File: config.mk
export PLATFORM = sky130hd
export DESIGN_NAME = lidar_scan_packet_deframer_core
export DESIGN_NICKNAME = d
export VERILOG_FILES = /design/src/hw/rtl/lspd_pkg.sv /design/src/hw/rtl/lspd_front.sv /design/src/hw/rtl/lspd_queue.sv /design/src/hw/rtl/lspd_back.sv /design/src/hw/rtl/lidar_scan_packet_deframer_core.sv
export SDC_FILE = /design/constraint.sdc
export NUM_CORES = 1
export LEC_CHECK = 0
export BUFFER_PORTS_ARGS = -buffer_cell sky130_fd_sc_hd__buf_2
export CAP_MARGIN = 5
export CORE_MARGIN = 4
export CORE_UTILIZATION = 35
export DETAILED_ROUTE_END_ITERATION = 7
export HOLD_SLACK_MARGIN = 0.02
export PLACE_DENSITY = 0.61
export SLEW_MARGIN = 40
export SYNTH_ARGS = -nofsm -noshare
export SYNTH_HDL_FRONTEND = slang
export SYNTH_SLANG_ARGS = --single-unit
File: constraint.sdc
create_clock -name clk -period 5.6 [get_ports clk]
set_input_delay 0.56 -clock clk [delete_from_list [all_inputs] [get_ports clk]]
set_output_delay 0.56 -clock clk [all_outputs]
set_load 0.02 [all_outputs]
File: src/hw/rtl/lspd_pkg.sv
`default_nettype none
// ----------------------------------------------------------------------------
// lspd_pkg
// Types and constants shared by the scan packet deframer modules.
// ----------------------------------------------------------------------------
package lspd_pkg;

	localparam logic [7:0]  SYNC_FIRST   = 8'hAA;
	localparam logic [7:0]  SYNC_SECOND  = 8'h55;
	localparam logic [15:0] FULL_TURN    = 16'd46080;
	localparam int          HEADER_BYTES = 10;
	localparam int          POS_W        = 4;

	// Byte positions within the header, counting the sync pair.
	localparam logic [POS_W-1:0] POS_FIRST_BODY = POS_W'(2);
	localparam logic [POS_W-1:0] POS_COUNT      = POS_W'(3);
	localparam logic [POS_W-1:0] POS_START_HI   = POS_W'(4);
	localparam logic [POS_W-1:0] POS_START_LO   = POS_W'(5);
	localparam logic [POS_W-1:0] POS_END_HI     = POS_W'(6);
	localparam logic [POS_W-1:0] POS_END_LO     = POS_W'(7);
	localparam logic [POS_W-1:0] POS_LAST       = POS_W'(HEADER_BYTES - 1);

	localparam logic KIND_HEADER = 1'b0;
	localparam logic KIND_SAMPLE = 1'b1;

	typedef struct packed {
		logic        kind;
		logic [15:0] start_angle;
		logic [15:0] end_angle;
		logic [7:0]  sample_total;
		logic [7:0]  sample_index;
		logic [15:0] distance;
		logic        packet_end;
	} entry_t;

	function automatic logic [15:0] wrap_angle(input logic [15:0] raw);
		return (raw > FULL_TURN) ? (raw - FULL_TURN) : raw;
	endfunction

endpackage
`default_nettype wire

File: src/hw/rtl/lspd_front.sv
`default_nettype none
// ----------------------------------------------------------------------------
// lspd_front
// Byte parser: sync hunt, header capture and sample pairing. Pushes one
// entry into the queue for every header or completed distance sample.
// ----------------------------------------------------------------------------
module lspd_front (
	input  wire logic           clk,
	input  wire logic           arst_n,
	input  wire logic           byte_take,
	input  wire logic [7:0]     byte_in,
	output logic                push,
	output lspd_pkg::entry_t    push_entry
);
	import lspd_pkg::*;

	typedef enum logic [3:0] {
		ST_HUNT    = 4'b0001,
		ST_GOT_AA  = 4'b0010,
		ST_HEADER  = 4'b0100,
		ST_SAMPLES = 4'b1000
	} state_t;

	state_t           state_q;
	logic [POS_W-1:0] pos_q;
	logic [7:0]       total_q;
	logic [15:0]      start_q;
	logic [15:0]      end_q;
	logic [7:0]       high_q;
	logic [7:0]       count_q;
	logic             odd_q;
	logic [8:0]       count_next;

	assign count_next = {1'b0, count_q} + 9'd1;

	always_ff @(posedge clk or negedge arst_n) begin
		if (!arst_n) begin
			state_q <= ST_HUNT;
			pos_q   <= '0;
			odd_q   <= 1'b0;
		end else if (byte_take) begin
			case (state_q)
				ST_HUNT: begin
					if (byte_in == SYNC_FIRST) begin
						state_q <= ST_GOT_AA;
					end
				end
				ST_GOT_AA: begin
					if (byte_in == SYNC_SECOND) begin
						state_q <= ST_HEADER;
						pos_q   <= POS_FIRST_BODY;
					end
				end
				ST_HEADER: begin
					pos_q <= pos_q + POS_W'(1);
					if (pos_q == POS_LAST) begin
						odd_q   <= 1'b0;
						state_q <= (total_q == 8'd0) ? ST_HUNT : ST_SAMPLES;
					end
				end
				ST_SAMPLES: begin
					odd_q <= ~odd_q;
					if (odd_q && (count_next >= {1'b0, total_q})) begin
						state_q <= ST_HUNT;
					end
				end
				default: begin
					state_q <= ST_HUNT;
				end
			endcase
		end
	end

	// Packet fields; a fresh first sync byte clears them for the next packet.
	always_ff @(posedge clk) begin
		if (byte_take) begin
			case (state_q)
				ST_HUNT: begin
					if (byte_in == SYNC_FIRST) begin
						total_q <= '0;
						start_q <= '0;
						end_q   <= '0;
						high_q  <= '0;
						count_q <= '0;
					end
				end
				ST_HEADER: begin
					case (pos_q)
						POS_COUNT:    total_q <= byte_in;
						POS_START_HI: start_q <= {byte_in, 8'h00};
						POS_START_LO: start_q <= wrap_angle({start_q[15:8], byte_in});
						POS_END_HI:   end_q   <= {byte_in, 8'h00};
						POS_END_LO:   end_q   <= wrap_angle({end_q[15:8], byte_in});
						default: ;
					endcase
				end
				ST_SAMPLES: begin
					if (!odd_q) begin
						high_q <= byte_in;
					end else begin
						count_q <= count_next[7:0];
					end
				end
				default: ;
			endcase
		end
	end

	always_comb begin
		push       = 1'b0;
		push_entry = '0;
		if (byte_take && (state_q == ST_HEADER) && (pos_q == POS_LAST)) begin
			push                    = 1'b1;
			push_entry.kind         = KIND_HEADER;
			push_entry.start_angle  = start_q;
			push_entry.end_angle    = end_q;
			push_entry.sample_total = total_q;
			push_entry.packet_end   = (total_q == 8'd0);
		end else if (byte_take && (state_q == ST_SAMPLES) && odd_q) begin
			push                    = 1'b1;
			push_entry.kind         = KIND_SAMPLE;
			push_entry.sample_total = total_q;
			push_entry.sample_index = count_q;
			push_entry.distance     = {high_q, byte_in};
			push_entry.packet_end   = (count_next >= {1'b0, total_q});
		end
	end

endmodule
`default_nettype wire

File: src/hw/rtl/lspd_queue.sv
`default_nettype none
// ----------------------------------------------------------------------------
// lspd_queue
// Small first-in first-out queue of parsed entries between parser and
// result stage.
// ----------------------------------------------------------------------------
module lspd_queue #(
	parameter int DEPTH = 2
) (
	input  wire logic              clk,
	input  wire logic              arst_n,
	input  wire logic              push,
	input  wire lspd_pkg::entry_t  push_entry,
	input  wire logic              pop,
	output logic                   full,
	output logic                   head_valid,
	output lspd_pkg::entry_t       head_entry
);
	import lspd_pkg::*;

	localparam int PTR_W = (DEPTH > 1) ? $clog2(DEPTH) : 1;
	localparam int CNT_W = $clog2(DEPTH + 1);
	localparam logic [PTR_W-1:0] LAST_PTR = PTR_W'(DEPTH - 1);
	localparam logic [CNT_W-1:0] FULL_CNT = CNT_W'(DEPTH);

	entry_t           slot_q [DEPTH];
	logic [PTR_W-1:0] wr_ptr_q;
	logic [PTR_W-1:0] rd_ptr_q;
	logic [CNT_W-1:0] count_q;
	logic             do_push;
	logic             do_pop;

	assign full       = (count_q == FULL_CNT);
	assign head_valid = (count_q != '0);
	assign head_entry = slot_q[rd_ptr_q];
	assign do_push    = push && !full;
	assign do_pop     = pop && head_valid;

	always_ff @(posedge clk or negedge arst_n) begin
		if (!arst_n) begin
			wr_ptr_q <= '0;
			rd_ptr_q <= '0;
			count_q  <= '0;
		end else begin
			if (do_push) begin
				wr_ptr_q <= (wr_ptr_q == LAST_PTR) ? '0 : wr_ptr_q + PTR_W'(1);
			end
			if (do_pop) begin
				rd_ptr_q <= (rd_ptr_q == LAST_PTR) ? '0 : rd_ptr_q + PTR_W'(1);
			end
			if (do_push && !do_pop) begin
				count_q <= count_q + CNT_W'(1);
			end else if (do_pop && !do_push) begin
				count_q <= count_q - CNT_W'(1);
			end
		end
	end

	always_ff @(posedge clk) begin
		if (do_push) begin
			slot_q[wr_ptr_q] <= push_entry;
		end
	end

endmodule
`default_nettype wire

File: src/hw/rtl/lspd_back.sv
`default_nettype none
// ----------------------------------------------------------------------------
// lspd_back
// Result stage: takes queue entries, computes the angular span of header
// entries and holds each result in the output register until taken.
// ----------------------------------------------------------------------------
module lspd_back (
	input  wire logic              clk,
	input  wire logic              arst_n,
	input  wire logic              head_valid,
	input  wire lspd_pkg::entry_t  head_entry,
	output logic                   pop,
	input  wire logic              out_ready,
	output logic                   out_valid,
	output logic                   result_kind,
	output logic [15:0]            start_angle,
	output logic [15:0]            end_angle,
	output logic [15:0]            span_angle,
	output logic [7:0]             sample_total,
	output logic [7:0]             sample_index,
	output logic [15:0]            distance,
	output logic                   packet_end
);
	import lspd_pkg::*;

	logic        valid_q;
	entry_t      res_q;
	logic [15:0] span_q;
	logic [15:0] diff;
	logic [15:0] span;

	// The span stays within one turn, so 16-bit wrapping arithmetic is exact.
	assign diff = head_entry.end_angle - head_entry.start_angle;
	assign span = (head_entry.end_angle >= head_entry.start_angle) ? diff
		: diff + FULL_TURN;

	assign pop = head_valid && (!valid_q || out_ready);

	always_ff @(posedge clk or negedge arst_n) begin
		if (!arst_n) begin
			valid_q <= 1'b0;
		end else if (pop) begin
			valid_q <= 1'b1;
		end else if (out_ready) begin
			valid_q <= 1'b0;
		end
	end

	always_ff @(posedge clk) begin
		if (pop) begin
			res_q  <= head_entry;
			span_q <= span;
		end
	end

	assign out_valid    = valid_q;
	assign result_kind  = res_q.kind;
	assign start_angle  = res_q.start_angle;
	assign end_angle    = res_q.end_angle;
	assign span_angle   = span_q;
	assign sample_total = res_q.sample_total;
	assign sample_index = res_q.sample_index;
	assign distance     = res_q.distance;
	assign packet_end   = res_q.packet_end;

endmodule
`default_nettype wire

File: src/hw/rtl/lidar_scan_packet_deframer_core.sv
`default_nettype none
// Each entry is queued as its last byte is taken, then moved into the output register.
// Throughput: one byte per cycle; in_ready drops only when the entry queue between
// the parser and the output register is full, which takes a stalled output.
// Reset: arst_n clears the parser to sync hunting and empties queue and output register.
// ----------------------------------------------------------------------------
// lidar_scan_packet_deframer_core
// Deframes lidar scan packets from a byte stream into header and distance
// sample results.
// ----------------------------------------------------------------------------
module lidar_scan_packet_deframer_core #(
	parameter int QUEUE_DEPTH = 2
) (
	input  wire logic        clk,
	input  wire logic        arst_n,
	input  wire logic        in_valid,
	output logic             in_ready,
	input  wire logic [7:0]  rx_byte,
	output logic             out_valid,
	input  wire logic        out_ready,
	output logic             result_kind,
	output logic [15:0]      start_angle,
	output logic [15:0]      end_angle,
	output logic [15:0]      span_angle,
	output logic [7:0]       sample_total,
	output logic [7:0]       sample_index,
	output logic [15:0]      distance,
	output logic             packet_end
);
	import lspd_pkg::*;

	logic   byte_take;
	logic   push;
	entry_t push_entry;
	logic   q_full;
	logic   pop;
	logic   head_valid;
	entry_t head_entry;

	assign in_ready  = !q_full;
	assign byte_take = in_valid && in_ready;

	lspd_front u_front (
		.clk        (clk),
		.arst_n     (arst_n),
		.byte_take  (byte_take),
		.byte_in    (rx_byte),
		.push       (push),
		.push_entry (push_entry)
	);

	lspd_queue #(
		.DEPTH (QUEUE_DEPTH)
	) u_queue (
		.clk        (clk),
		.arst_n     (arst_n),
		.push       (push),
		.push_entry (push_entry),
		.pop        (pop),
		.full       (q_full),
		.head_valid (head_valid),
		.head_entry (head_entry)
	);

	lspd_back u_back (
		.clk          (clk),
		.arst_n       (arst_n),
		.head_valid   (head_valid),
		.head_entry   (head_entry),
		.pop          (pop),
		.out_ready    (out_ready),
		.out_valid    (out_valid),
		.result_kind  (result_kind),
		.start_angle  (start_angle),
		.end_angle    (end_angle),
		.span_angle   (span_angle),
		.sample_total (sample_total),
		.sample_index (sample_index),
		.distance     (distance),
		.packet_end   (packet_end)
	);

endmodule
`default_nettype wire

==> impl_summary.txt, run 1 <==
----------------------------------------------------
[Status]
  Outcome ... complete, no violations

[Logic synthesis]
  Seq/Total Area, Yosys ... 69.1%
  Count of cell types in the netlist ... 59
  Avg Synthesized Cell Area ... 14.3 um2
  Synthesized net count ... 906
  Cell types occupying the most area after synthesis ... edfxtp_1, mux2_2, and2_1, ha_1, dfrtp_1
  Most used DFF post-synth ... edfxtp_1
  Syn Inst Count ... 858
  FFs w/ async S/R, synth ... 4.93%
  Number of enable flip-flop cells after synthesis ... 270
  Post-synthesis cell type with the largest combined area ... edfxtp_1
  Mapped Area ... 12200 um2
  Number of flip-flops and latches in the synthesized netlist ... 284
  Portion of synthesized cell area occupied by the leading cell type ... 66.2%
  Count of warnings emitted by yosys ... 0

[STA]
  Slew at the pin closest to its max-slew limit ... 0.793 ns
  Clock skew after layout ... 0.0185 ns
  Final Hold Fails ... 0
  Final critical delay including setup and external delays ... 4.02 ns
  Setup TNS ... 0 ns
  Fmax ... 249 MHz
  Total setup violations reported at the end of the flow ... 0
  Tcrit/Tclk final ... 71.8%
  Setup repair after global routing missed its margin ... no
  Worst-case headroom to the max-slew limit ... 47.0%
  Number of pins with negative max-slew slack in the final report ... 0
  Tightest hold margin ... 0.305 ns

[Critical path]
  Cell depth of the worst flop-to-flop path ... 11
  Kind of critical path ... reg2reg
  Slowest cell delay on critical path ... 0.77 ns
  Cells along the critical path ... buf_4 -> mux2_2 -> ha_1 -> a21o_1 -> a211o_1 -> nor3_1 -> a21oi_1 -> a31oi_1 -> a211oi_2 -> o21bai_2 -> xnor2_1
  Reg-to-reg critical path startpoint ... u_queue.rd_ptr_q
  Category of the worst setup path launch point ... register
  Cell class contributing the biggest share of worst-path delay ... compound AO/OA/AOI/OAI gates
  Minimum setup slack among reg-to-reg paths ... 1.58 ns
  Buffers and inverters on the worst path ... 1
  R2R Path End ... u_back.span_angle[15]
  Worst-path fanout max ... 44
  CP Data Required Time ... 5.89 ns
  Crit path capture type ... register
  Highest-delay cell along the critical path ... dfrtp_2
  WP data arrival ... 4.31 ns

[Routing]
  Pre-antenna DRT Iters ... 5
  Drt via density ... 4.72
  Average routed wire per standard cell ... 16.6 um
  Wire length reported by the detailed router ... 24000 um
  Via count of the routed design ... 6811
  Post-route DRC violation count ... 0
  1st-iter DRT viols ... 561
  Count of nets left with antenna violations after detail routing ... 0

[Floorplanning]
  Die Span X ... 195 um
  Area of the core ... 34500 um2
  Rows ... 68
  Die Y ... 195 um
  I/O Pins ... 96
  Initial Util ... 35.5%
  Die Footprint ... 38000 um2

[Clock tree]
  Number of buffers inserted by post-CTS setup repair ... 0
  Clock tree from TritonCTS ... done
  Post-cts gate resize count ... 0
  Clock-pin transition on the worst setup and hold timing paths ... 0.06 ns
  Number of clock buffers inserted by TritonCTS ... 29
  Clock sink count ... 284
  Master cell of the clock root buffer ... clkbuf_16
  Htree depth ... 1
  Maximum clock path buffer count ... 3
  Clock latency at the later pin of the worst-skew pair ... 0.55 ns

[GRT]
  Number of global-route vias before repair ... 6757
  Antenna violations before repair ... 0
  Overall track demand over capacity in global routing ... 12.5%
  Wire length of the first global-routing pass ... 38600 um
  Maximum number of pins on one net before global-route repair ... 53
  Overflow left after global routing ... 0

[Min path]
  Classification of the worst-slack hold path ... in2reg
  Hold path endpoint ... u_back.out_valid
  Number of stages on the worst hold path ... 3
  Start point of the worst min-delay path ... out_ready

[Placement]
  DP HPWL ... 16800 um
  Post-DP Area ... 13300 um2
  IO Port Bufs ... 95
  Gpl congestion ... 0.823

[Power]
  Leakage power figure ... 5.32 nW
  Switching share of power ... 33.0%
  Internal power contribution ... 5.21 mW
  Reported net switching power ... 2.57 mW
  Areal power density over the cells ... 546 nW/um2
  Part of the power in registers ... 42.1%
  Maximum resistive drop on vdd ... 0.000251 V
  Combinational group share of total power ... 33.8%
  Clock share of power ... 24.2%

[Layout]
  Most frequent standard cell in the layout excluding fill and tap cells ... edfxtp_1
  Post-layout nets ... 1012
  Area growth syn-to-layout ... 16.2%
  Post-route cell area ... 14200 um2
  Antenna diodes ... 0
  Area occupied by registers ... 8460 um2
  Area occupied by multi-input gates ... 3520 um2
  Share of the core filled with cells in the final layout ... 41.2%
  Commonest cells after routing, fill and taps aside ... edfxtp_1, buf_2, and2_1
  Fraction of layout instances using a drive strength above 1 ... 22.1%
  Layout fillers ... 3199

[Job]
  Max cap viols ... 0

----------------------------------------------------
==> timing repair <==
item                                   in CTS  in global routing
hold buffers                                1                  0
setup endpoints to repair                   0                  0
endpoints found under the hold margin      13                  0
==> tightest hold or removal path, stage by stage <==
cell      delay (ns)
buf_2           0.07
nand2b_1        0.12
nand2_1         0.06
==> synth_stat cells, types with 13 or more instances <==
| library cell | number |
|---|---|
| mux2i_1 | 17 |
| inv_1 | 49 |
| edfxtp_1 | 270 |
| and2_1 | 78 |
| clkbuf_1 | 15 |
| o21ai_0 | 27 |
| nor2_1 | 76 |
| xor2_1 | 17 |
| dfrtp_1 | 13 |
| mux2_2 | 50 |
| a21oi_1 | 36 |
| nand2_1 | 42 |
| ha_1 | 35 |
| xnor2_1 | 17 |
==> cells by family after synthesis <==
logic type / after synthesis / share of synthesized area (%)
AO/OA/AOI/OAI: 109 / 5.63
XOR/XNOR: 34 / 2.43
adder cells (fa/ha/maj): 36 / 3.74
buffers and inverters: 77 / 2.46
flip-flops: 284 / 69.1
multiplexers: 67 / 5.99
AND/OR/NAND/NOR: 251 / 10.7
==> routing by layer <==
layer / vias to the layer above / global-route usage, % / wire length (um)
met5: - / 0 / 0
met4: 0 / 2.77 / 344
met3: 21 / 2.04 / 1090
met2: 139 / 20.0 / 11300
met1: 3318 / 18.0 / 11200
li1: 3333 / - / -
==> cell type report <==
class                           count  share of cell area (%)
Clock buffer                       40                    5.53
Clock inverter                     14                    1.05
Inverter                           50                    1.33
Multi-Input combinational cell    497                    24.7
Sequential cell                   284                    59.5
Tap cell                          455                    4.00
Timing Repair Buffer              102                    3.90
==> flip-flops by register name, indices dropped and copies added, names as in the netlist, 2 cells and up <==
| register | flops |
|---|---|
| u_back.distance | 16 |
| u_back.end_angle | 16 |
| u_back.sample_index | 8 |
| u_back.sample_total | 8 |
| u_back.span_angle | 16 |
| u_back.start_angle | 16 |
| u_front.count_q | 8 |
| u_front.end_q | 16 |
| u_front.high_q | 8 |
| u_front.pos_q | 4 |
| u_front.start_q | 16 |
| u_front.state_q | 4 |
| u_front.total_q | 8 |
| u_queue.count_q | 2 |
| u_queue.slot_q | 132 |
==> metrics by stage <==
stage / worst slack (ns) / total power [mW] / cells
after detailed placement: 1.54 / 5.97 / 1386
after CTS: 1.52 / 7.88 / 1441
after global routing: 1.35 / 8.27 / 1442
final: 1.58 / 7.78 / 1442
after global placement: 1.59 / 5.95 / 1386
after floorplan: 0.819 / 5.22 / 858
==> power by group through the flow <==
stage	Sequential [mW]	Combinational [mW]	Clock (mW)
finish	3.27	2.62	1.88
global route	3.33	2.91	2.04
CTS	3.29	2.66	1.94
detailed placement	3.33	2.64	0
global placement	3.32	2.63	0
floorplan	3.62	1.60	0
==> worst max path at each step <==
stage                  startpoint  cells after the start  slack [ns]                     to
2_1_floorplan  u_queue.count_q[0]                      7        0.82   u_queue.slot_q[0][0]
3_3_place_gp   u_front.state_q[2]                      7        1.59  u_queue.slot_q[0][16]
3_5_place_dp   u_front.state_q[2]                      7        1.54  u_queue.slot_q[1][49]
4_1_cts        u_front.state_q[2]                      7        1.52  u_queue.slot_q[1][54]
5_1_grt          u_queue.rd_ptr_q                     11        1.35  u_back.span_angle[14]
6_report         u_queue.rd_ptr_q                     11        1.58  u_back.span_angle[15]
Note: power is estimated with default switching activity, not from simulation.
==> inputs of run 2 (changes only) <==
- ABC_AREA: not set -> 1
- clock period: 5.6 -> 3.8 ns (I/O delays scaled with it)
==> run 2 against run 1 <==
Net effect:
- critical path depth up 6
- clock skew up 0.0017 ns
- clock power up 47%
- clock-buffer cell count down 5
- synthesized area up 1.1%
- final area up 1.5%
- critical path type unchanged
- largest cell class unchanged
==> impl_summary.txt, run 2 <==
----------------------------------------------------
[Min path]
  Start point of the worst min-delay path ... rx_byte[5]
  Number of stages on the worst hold path ... 3 (unchanged)
  Classification of the worst-slack hold path ... in2reg
  Hold path endpoint ... u_front.high_q[5]

[Clock tree]
  Maximum clock path buffer count ... 3 (unchanged)
  Hold-fix buffer count after cts ... 2 (+1)
  Number of buffers inserted by post-CTS setup repair ... 0 (unchanged)
  Master cell of the clock root buffer ... clkbuf_16
  Clock tree from TritonCTS ... done
  Post-cts gate resize count ... 0 (unchanged)
  Number of clock buffers inserted by TritonCTS ... 30 (+3.4%)
  Clock latency at the later pin of the worst-skew pair ... 0.56 ns (about the same)
  Clock-pin transition on the worst setup and hold timing paths ... 0.06 ns (about the same)
  Clock sink count ... 284 (unchanged)
  Htree depth ... 1 (unchanged)

[Placement]
  Post-DP Area ... 13500 um2 (+1.7%)
  Pre-CTS setup slack ... 0.756 ns (-0.786 ns)
  Gpl congestion ... 0.881 (+7.0%)
  IO Port Bufs ... 95 (unchanged)
  DP HPWL ... 18200 um (+8.2%)

[Logic synthesis]
  Avg Synthesized Cell Area ... 11.1 um2 (-22%)
  Post-synthesis cell type with the largest combined area ... edfxtp_1
  Portion of synthesized cell area occupied by the leading cell type ... 65.5% (-0.74 points)
  Number of flip-flops and latches in the synthesized netlist ... 284 (unchanged)
  Count of warnings emitted by yosys ... 0 (unchanged)
  Count of cell types in the netlist ... 42 (-29%)
  Number of enable flip-flop cells after synthesis ... 270 (unchanged)
  FFs w/ async S/R, synth ... 4.93% (unchanged)
  Mapped Area ... 12400 um2 (+1.1%)
  Synthesized net count ... 1165 (+29%)
  Cell types occupying the most area after synthesis ... edfxtp_1, nand2_1, inv_1, nor2_1, ha_1
  Seq/Total Area, Yosys ... 68.3% (-0.77 points)
  Most frequently used cell type in the post-synthesis netlist ... nand2_1
  Syn Inst Count ... 1117 (+30%)
  Synth cell count leaders ... nand2_1, edfxtp_1, inv_1
  Most used DFF post-synth ... edfxtp_1

[Routing]
  Average routed wire per standard cell ... 15.6 um (-6.2%)
  1st-iter DRT viols ... 608 (+8.4%)
  Wire length reported by the detailed router ... 26700 um (+11%)
  Drt via density ... 4.69 (-0.74%)
  Count of nets left with antenna violations after detail routing ... 0 (unchanged)
  Via count of the routed design ... 8031 (+18%)
  Pre-antenna DRT Iters ... 5 (unchanged)
  Post-route DRC violation count ... 0 (unchanged)

[Status]
  Outcome ... complete, no violations

[GRT]
  Number of global-route vias before repair ... 7936 (+17%)
  Overflow left after global routing ... 0 (unchanged)
  Maximum number of pins on one net before global-route repair ... 68 (+28%)
  Antenna violations before repair ... 0 (unchanged)
  Wire length of the first global-routing pass ... 42500 um (+10%)
  Overall track demand over capacity in global routing ... 13.6% (+1.2 points)

[Critical path]
  Kind of critical path ... reg2reg
  Cells along the critical path ... clkinv_1 -> buf_4 -> or2_2 -> o21ai_0 -> ha_1 -> fa_1 -> inv_1 -> nand3_1 -> nand3_1 -> nand2_1 -> nand2_1 -> ha_1 -> inv_1 -> nand2_1 -> nand2_1 -> nand2_1 -> nand2_1
  Minimum setup slack among reg-to-reg paths ... 0.74 ns (-0.84 ns)
  Highest-delay cell along the critical path ... fa_1
  CP Data Required Time ... 4.10 ns (-1.79 ns)
  R2R Path End ... u_back.span_angle[14]
  Buffers and inverters on the worst path ... 4 (+3)
  Crit path capture type ... register
  Category of the worst setup path launch point ... register
  CP dominant cell by count ... nand2_1
  Cell depth of the worst flop-to-flop path ... 17 (+6)
  Cell class contributing the biggest share of worst-path delay ... adder cells
  Slowest cell delay on critical path ... 0.44 ns (-0.33 ns)
  Reg-to-reg critical path startpoint ... u_queue.rd_ptr_q
  WP data arrival ... 3.37 ns (-0.94 ns)
  Worst-path fanout max ... 36 (-18%)

[Layout]
  Area growth syn-to-layout ... 16.7%
  Flip-flop count of the largest register after layout ... 132 (unchanged)
  Commonest cells after routing, fill and taps aside ... nand2_1, edfxtp_1, inv_1
  Post-layout nets ... 1282 (+27%)
  Fraction of layout instances using a drive strength above 1 ... 14.9% (-7.1 points)
  Antenna diodes ... 0 (unchanged)
  Share of the core filled with cells in the final layout ... 41.6% (+0.43 points)
  Register ranked first by flip-flop count ... u_queue.slot_q
  Post-route cell area ... 14400 um2 (+1.5%)
  Most frequent standard cell in the layout excluding fill and tap cells ... nand2_1

[Floorplanning]
  Rows ... 68 (unchanged)
  Area of the core ... 34700 um2 (+0.49%)
  Initial Util ... 35.7% (+0.23 points)
  I/O Pins ... 96 (unchanged)
  Die Footprint ... 38500 um2 (+1.1%)
  Die Y ... 196 um (+0.54%)
  Die Span X ... 196 um (+0.54%)

[STA]
  Fmax ... 326 MHz (+31%)
  Clock skew after layout ... 0.0202 ns (+0.00171 ns)
  Total setup violations reported at the end of the flow ... 0 (unchanged)
  Slew at the pin closest to its max-slew limit ... 0.795 ns (+0.00205 ns)
  Worst-case headroom to the max-slew limit ... 46.8% (-0.20 points)
  Tcrit/Tclk final ... 80.6% (+8.8 points)
  Final setup slack of the worst path ... 0.736 ns (-0.842 ns)
  Final critical delay including setup and external delays ... 3.06 ns (-0.958 ns)
  Setup repair after global routing missed its margin ... no
  Final Hold Fails ... 0 (unchanged)
  Number of pins with negative max-slew slack in the final report ... 0 (unchanged)
  Tightest hold margin ... 0.241 ns (-0.0642 ns)

[Job]
  Max cap viols ... 0 (unchanged)

[Power]
  Post-layout total power ... 11.3 mW (+46%)
  Leakage power figure ... 6.00 nW (+13%)
  Areal power density over the cells ... 785 nW/um2 (+44%)
  Maximum resistive drop on vdd ... 0.000609 V (+140%)

----------------------------------------------------
run 2: power by group:
group	switching, mW	internal (mW)	total, mW	leakage [nW]
sequential	0.243	4.41	4.65	2.62
combinational	2.78	1.15	3.92	2.92
clock	1.19	1.58	2.77	0.462
run 2: area by class of cell:
class	instances	area [um2]
inverter	165	619
timing repair buffer	108	623
fill	3307	20300
clock inverter	21	165
tap	455	569
multi-input combinational	645	3240
clock buffer	35	769
sequential	284	8460
run 2: logic make-up after synthesis:
| group | count (synthesis) | share of synthesized area (%) |
|---|---|---|
| and+or+nand+nor | 500 | 16.8 |
| DFF | 284 | 68.3 |
| buffers and inverters | 188 | 5.77 |
| AOI/OAI and AO/OA | 88 | 3.95 |
| adders and majority gates | 36 | 3.70 |
| xor gates and xnor gates | 21 | 1.49 |
run 2: worst max path at each step:
stage	startpoint	end	slack, ns	cells past startpoint
after floorplan	u_queue.count_q[0]	u_queue.count_q[1]	-0.13	7
after global placement	u_queue.rd_ptr_q	u_back.span_angle[13]	0.80	14
after detailed placement	u_queue.rd_ptr_q	u_back.span_angle[14]	0.76	17
after CTS	u_queue.rd_ptr_q	u_back.span_angle[14]	0.74	17
after global routing	u_queue.rd_ptr_q	u_back.span_angle[11]	0.44	15
final	u_queue.rd_ptr_q	u_back.span_angle[14]	0.74	17
run 2: metal layers:
metal | GRT usage (%) | routed length [um]
met5 | 0 | 0
met3 | 2.28 | 1440
met2 | 22.1 | 12300
met4 | 3.15 | 579
met1 | 19.4 | 12400
run 2: worst min-delay path: cells and delay by family:
family,cells,cell delay [ns]
simple gates,1,0.10
buf+inv,2,0.20
run 2: per-stage QoR:
stage               cells  setup TNS (ns)
floorplan            1117          -0.134
global placement     1654               0
detailed placement   1655               0
CTS                  1713               0
global route         1713               0
finish               1713               0
==> inputs of run 3 (changes only) <==
- PLACE_DENSITY: 0.61 -> 0.63
- clock period: 3.8 -> 2.6 ns (I/O delays scaled with it)
==> run 3 against run 2 <==
Net effect:
- the run now ends with negative setup slack left
- maximum frequency is 16% higher
- cell count is 9.0% higher
- utilization is 5.8 points higher
- worst setup slack worse by 0.77 ns
- worst hold slack worse by 0.12 ns
- routed wire length is 8.1% higher
- global-route usage is 0.59 points higher
- critical endpoint is now u_back.span_angle[15]
- first-iteration DRC count is 24% lower
==> impl_summary.txt, run 3 (synthesized netlist as in run 2, its figures left out) <==
----------------------------------------------------
[Routing]
  Wire length reported by the detailed router ... 28800 um (+8.1%)
  Drt via density ... 4.58 (-2.4%)
  1st-iter DRT viols ... 462 (-24%)
  Via count of the routed design ... 8543 (+6.4%)
  Pre-antenna DRT Iters ... 5 (unchanged)
  Post-route DRC violation count ... 0 (unchanged)
  Count of nets left with antenna violations after detail routing ... 0 (unchanged)
  Average routed wire per standard cell ... 15.4 um (-0.79%)

[Clock tree]
  Htree depth ... 1 (unchanged)
  Clock tree from TritonCTS ... done
  Master cell of the clock root buffer ... clkbuf_16
  Clock latency at the later pin of the worst-skew pair ... 0.57 ns (about the same)
  Maximum clock path buffer count ... 3 (unchanged)
  Clock sink count ... 284 (unchanged)
  Number of clock buffers inserted by TritonCTS ... 30 (unchanged)
  Clock-pin transition on the worst setup and hold timing paths ... 0.06 ns (about the same)

[Critical path]
  Slowest cell delay on critical path ... 0.48 ns (+0.04 ns)
  Worst-path fanout max ... 7 (-81%)
  Crit path capture type ... register
  Kind of critical path ... reg2reg
  Highest-delay cell along the critical path ... dfrtp_2
  Category of the worst setup path launch point ... register
  CP Data Required Time ... 2.92 ns (-1.18 ns)
  WP data arrival ... 2.95 ns (-0.42 ns)
  Cells along the critical path ... buf_12 -> buf_6 -> nand2_2 -> nand2_2 -> ha_4 -> nand2_2 -> nor2_2 -> nand3_2 -> nand3_2 -> nand2_1 -> nand2_2 -> buf_4 -> nand3_4 -> nand2_1 -> nand2_1 -> nand3_2 -> nand2_1

[Layout]
  Flip-flop count of the largest register after layout ... 132 (unchanged)
  Fraction of layout instances using a drive strength above 1 ... 33.9% (+19 points)
  Share of the core filled with cells in the final layout ... 47.5% (+5.8 points)
  Antenna diodes ... 0 (unchanged)
  Register ranked first by flip-flop count ... u_queue.slot_q
  Area occupied by registers ... 8460 um2 (about the same)
  Number of standard cells in the layout, taps in and fillers out ... 1867 (+9.0%)
  Commonest cells after routing, fill and taps aside ... edfxtp_1, nand2_1, buf_4
  Layout fillers ... 3082 (-6.8%)
  Post-layout nets ... 1436 (+12%)
  Post-route cell area ... 16500 um2 (+14%)
  Most frequent standard cell in the layout excluding fill and tap cells ... edfxtp_1
  Area growth syn-to-layout ... 33.0%
  Area occupied by multi-input gates ... 3950 um2 (+22%)

[Job]
  Max cap viols ... 0 (unchanged)

[STA]
  Final setup slack of the worst path ... -0.0304 ns (-0.766 ns)
  Final Hold Fails ... 0 (unchanged)
  Worst-case headroom to the max-slew limit ... 58.2% (+11 points)
  Setup repair after global routing missed its margin ... yes
  Total setup violations reported at the end of the flow ... 1 (+1)
  Fmax ... 380 MHz (+16%)
  Tcrit/Tclk final ... 101% (+21 points)
  Clock skew after layout ... 0.0188 ns (-0.00138 ns)
  Tightest hold margin ... 0.117 ns (-0.124 ns)
  Setup TNS ... -0.0304 ns (-0.0304 ns)
  Slew at the pin closest to its max-slew limit ... 0.624 ns (-0.171 ns)
  Final critical delay including setup and external delays ... 2.63 ns (-0.434 ns)
  Number of pins with negative max-slew slack in the final report ... 0 (unchanged)

[Placement]
  DP HPWL ... 19500 um (+7.6%)
  Gpl congestion ... 0.857 (-2.6%)
  Post-DP Area ... 14300 um2 (+6.2%)
  Pre-CTS setup slack ... -0.297 ns (-1.05 ns)
  IO Port Bufs ... 95 (unchanged)
  Placed cells ... 1756 (+6.1%)

[Status]
  Violations in the final reports ... negative setup slack
  Outcome ... complete, but fails checks

[GRT]
  Maximum number of pins on one net before global-route repair ... 71 (+4.4%)
  Overflow left after global routing ... 0 (unchanged)
  Number of global-route vias before repair ... 8626 (+8.7%)
  Overall track demand over capacity in global routing ... 14.2% (+0.59 points)
  Wire length of the first global-routing pass ... 44500 um (+4.7%)
  Antenna violations before repair ... 0 (unchanged)

[Floorplanning]
  Area of the core ... 34700 um2 (unchanged)
  Die Y ... 196 um (unchanged)
  Die Span X ... 196 um (unchanged)
  Die Footprint ... 38500 um2 (unchanged)
  I/O Pins ... 96 (unchanged)
  Rows ... 68 (unchanged)
  Initial Util ... 35.7% (unchanged)

[Power]
  Post-layout total power ... 19.4 mW (+71%)
  Areal power density over the cells ... 1180 nW/um2 (+50%)
  Maximum resistive drop on vdd ... 0.00137 V (+130%)
  Leakage power figure ... 6.90 nW (+15%)

[Min path]
  Classification of the worst-slack hold path ... in2reg

----------------------------------------------------
## run 3: cell types whose count changed in the layout (fill, tap and decap cells not counted), moves of 17 or more
cell,before,now
ha_4,0,17
buf_4,7,150
o21ai_0,33,14
nand2_2,1,42
ha_1,35,17
nand2_1,275,230
## run 3: repair_timing
item	in CTS	in global routing
hold buffers	2	0
cloned	0	1
gates resized for setup	57	130
pin swaps	16	49
setup buffers	23	30
endpoints found under the hold margin	15	0
setup endpoints to repair	10	14
## run 3: path summary, 6_finish.rpt
path / slack, ns / from / cells past startpoint / endpoint
max in group asynchronous: 2.12 / arst_n / 2 / u_front.state_q[0]
min reg2reg: 0.48 / u_front.state_q[0] / 2 / u_front.state_q[0]
min: 0.12 / rx_byte[6] / 3 / u_front.high_q[6]
max reg2reg: -0.03 / u_queue.rd_ptr_q / 17 / u_back.span_angle[15]
min in group asynchronous: 0.16 / arst_n / 2 / u_front.odd_q
max: -0.03 / u_queue.rd_ptr_q / 17 / u_back.span_angle[15]
## run 3: final cells by class
type / instances / area share (%)
multi-input combinational: 645 / 24.0
inverter: 165 / 3.84
clock buffer: 33 / 4.63
tap: 455 / 3.46
sequential: 284 / 51.4
clock inverter: 23 / 1.37
timing repair buffer: 262 / 11.4
## run 3: worst max-delay path: cells and delay by family, from the launching register on
kind / cells / cell delay [ns]
buffers and inverters: 3 / 0.44
DFF: 1 / 0.48
and+or+nand+nor: 13 / 1.13
adders and majority gates: 1 / 0.30
## run 3: layer usage
layer | global-route usage [%] | vias to the layer above | wire length, um
met5 | 0 | - | 0
met4 | 3.85 | 0 | 750
met3 | 2.70 | 54 | 1710
met2 | 23.4 | 223 | 13900
met1 | 19.4 | 4014 | 12500
li1 | - | 4252 | -
## run 3: report_power, final
part           internal (mW)  leakage, nW  switching, mW
registers               6.45         2.61          0.377
clock network           2.43        0.480           1.76
logic                   3.45         3.81           4.96
total                   12.3         6.90           7.10
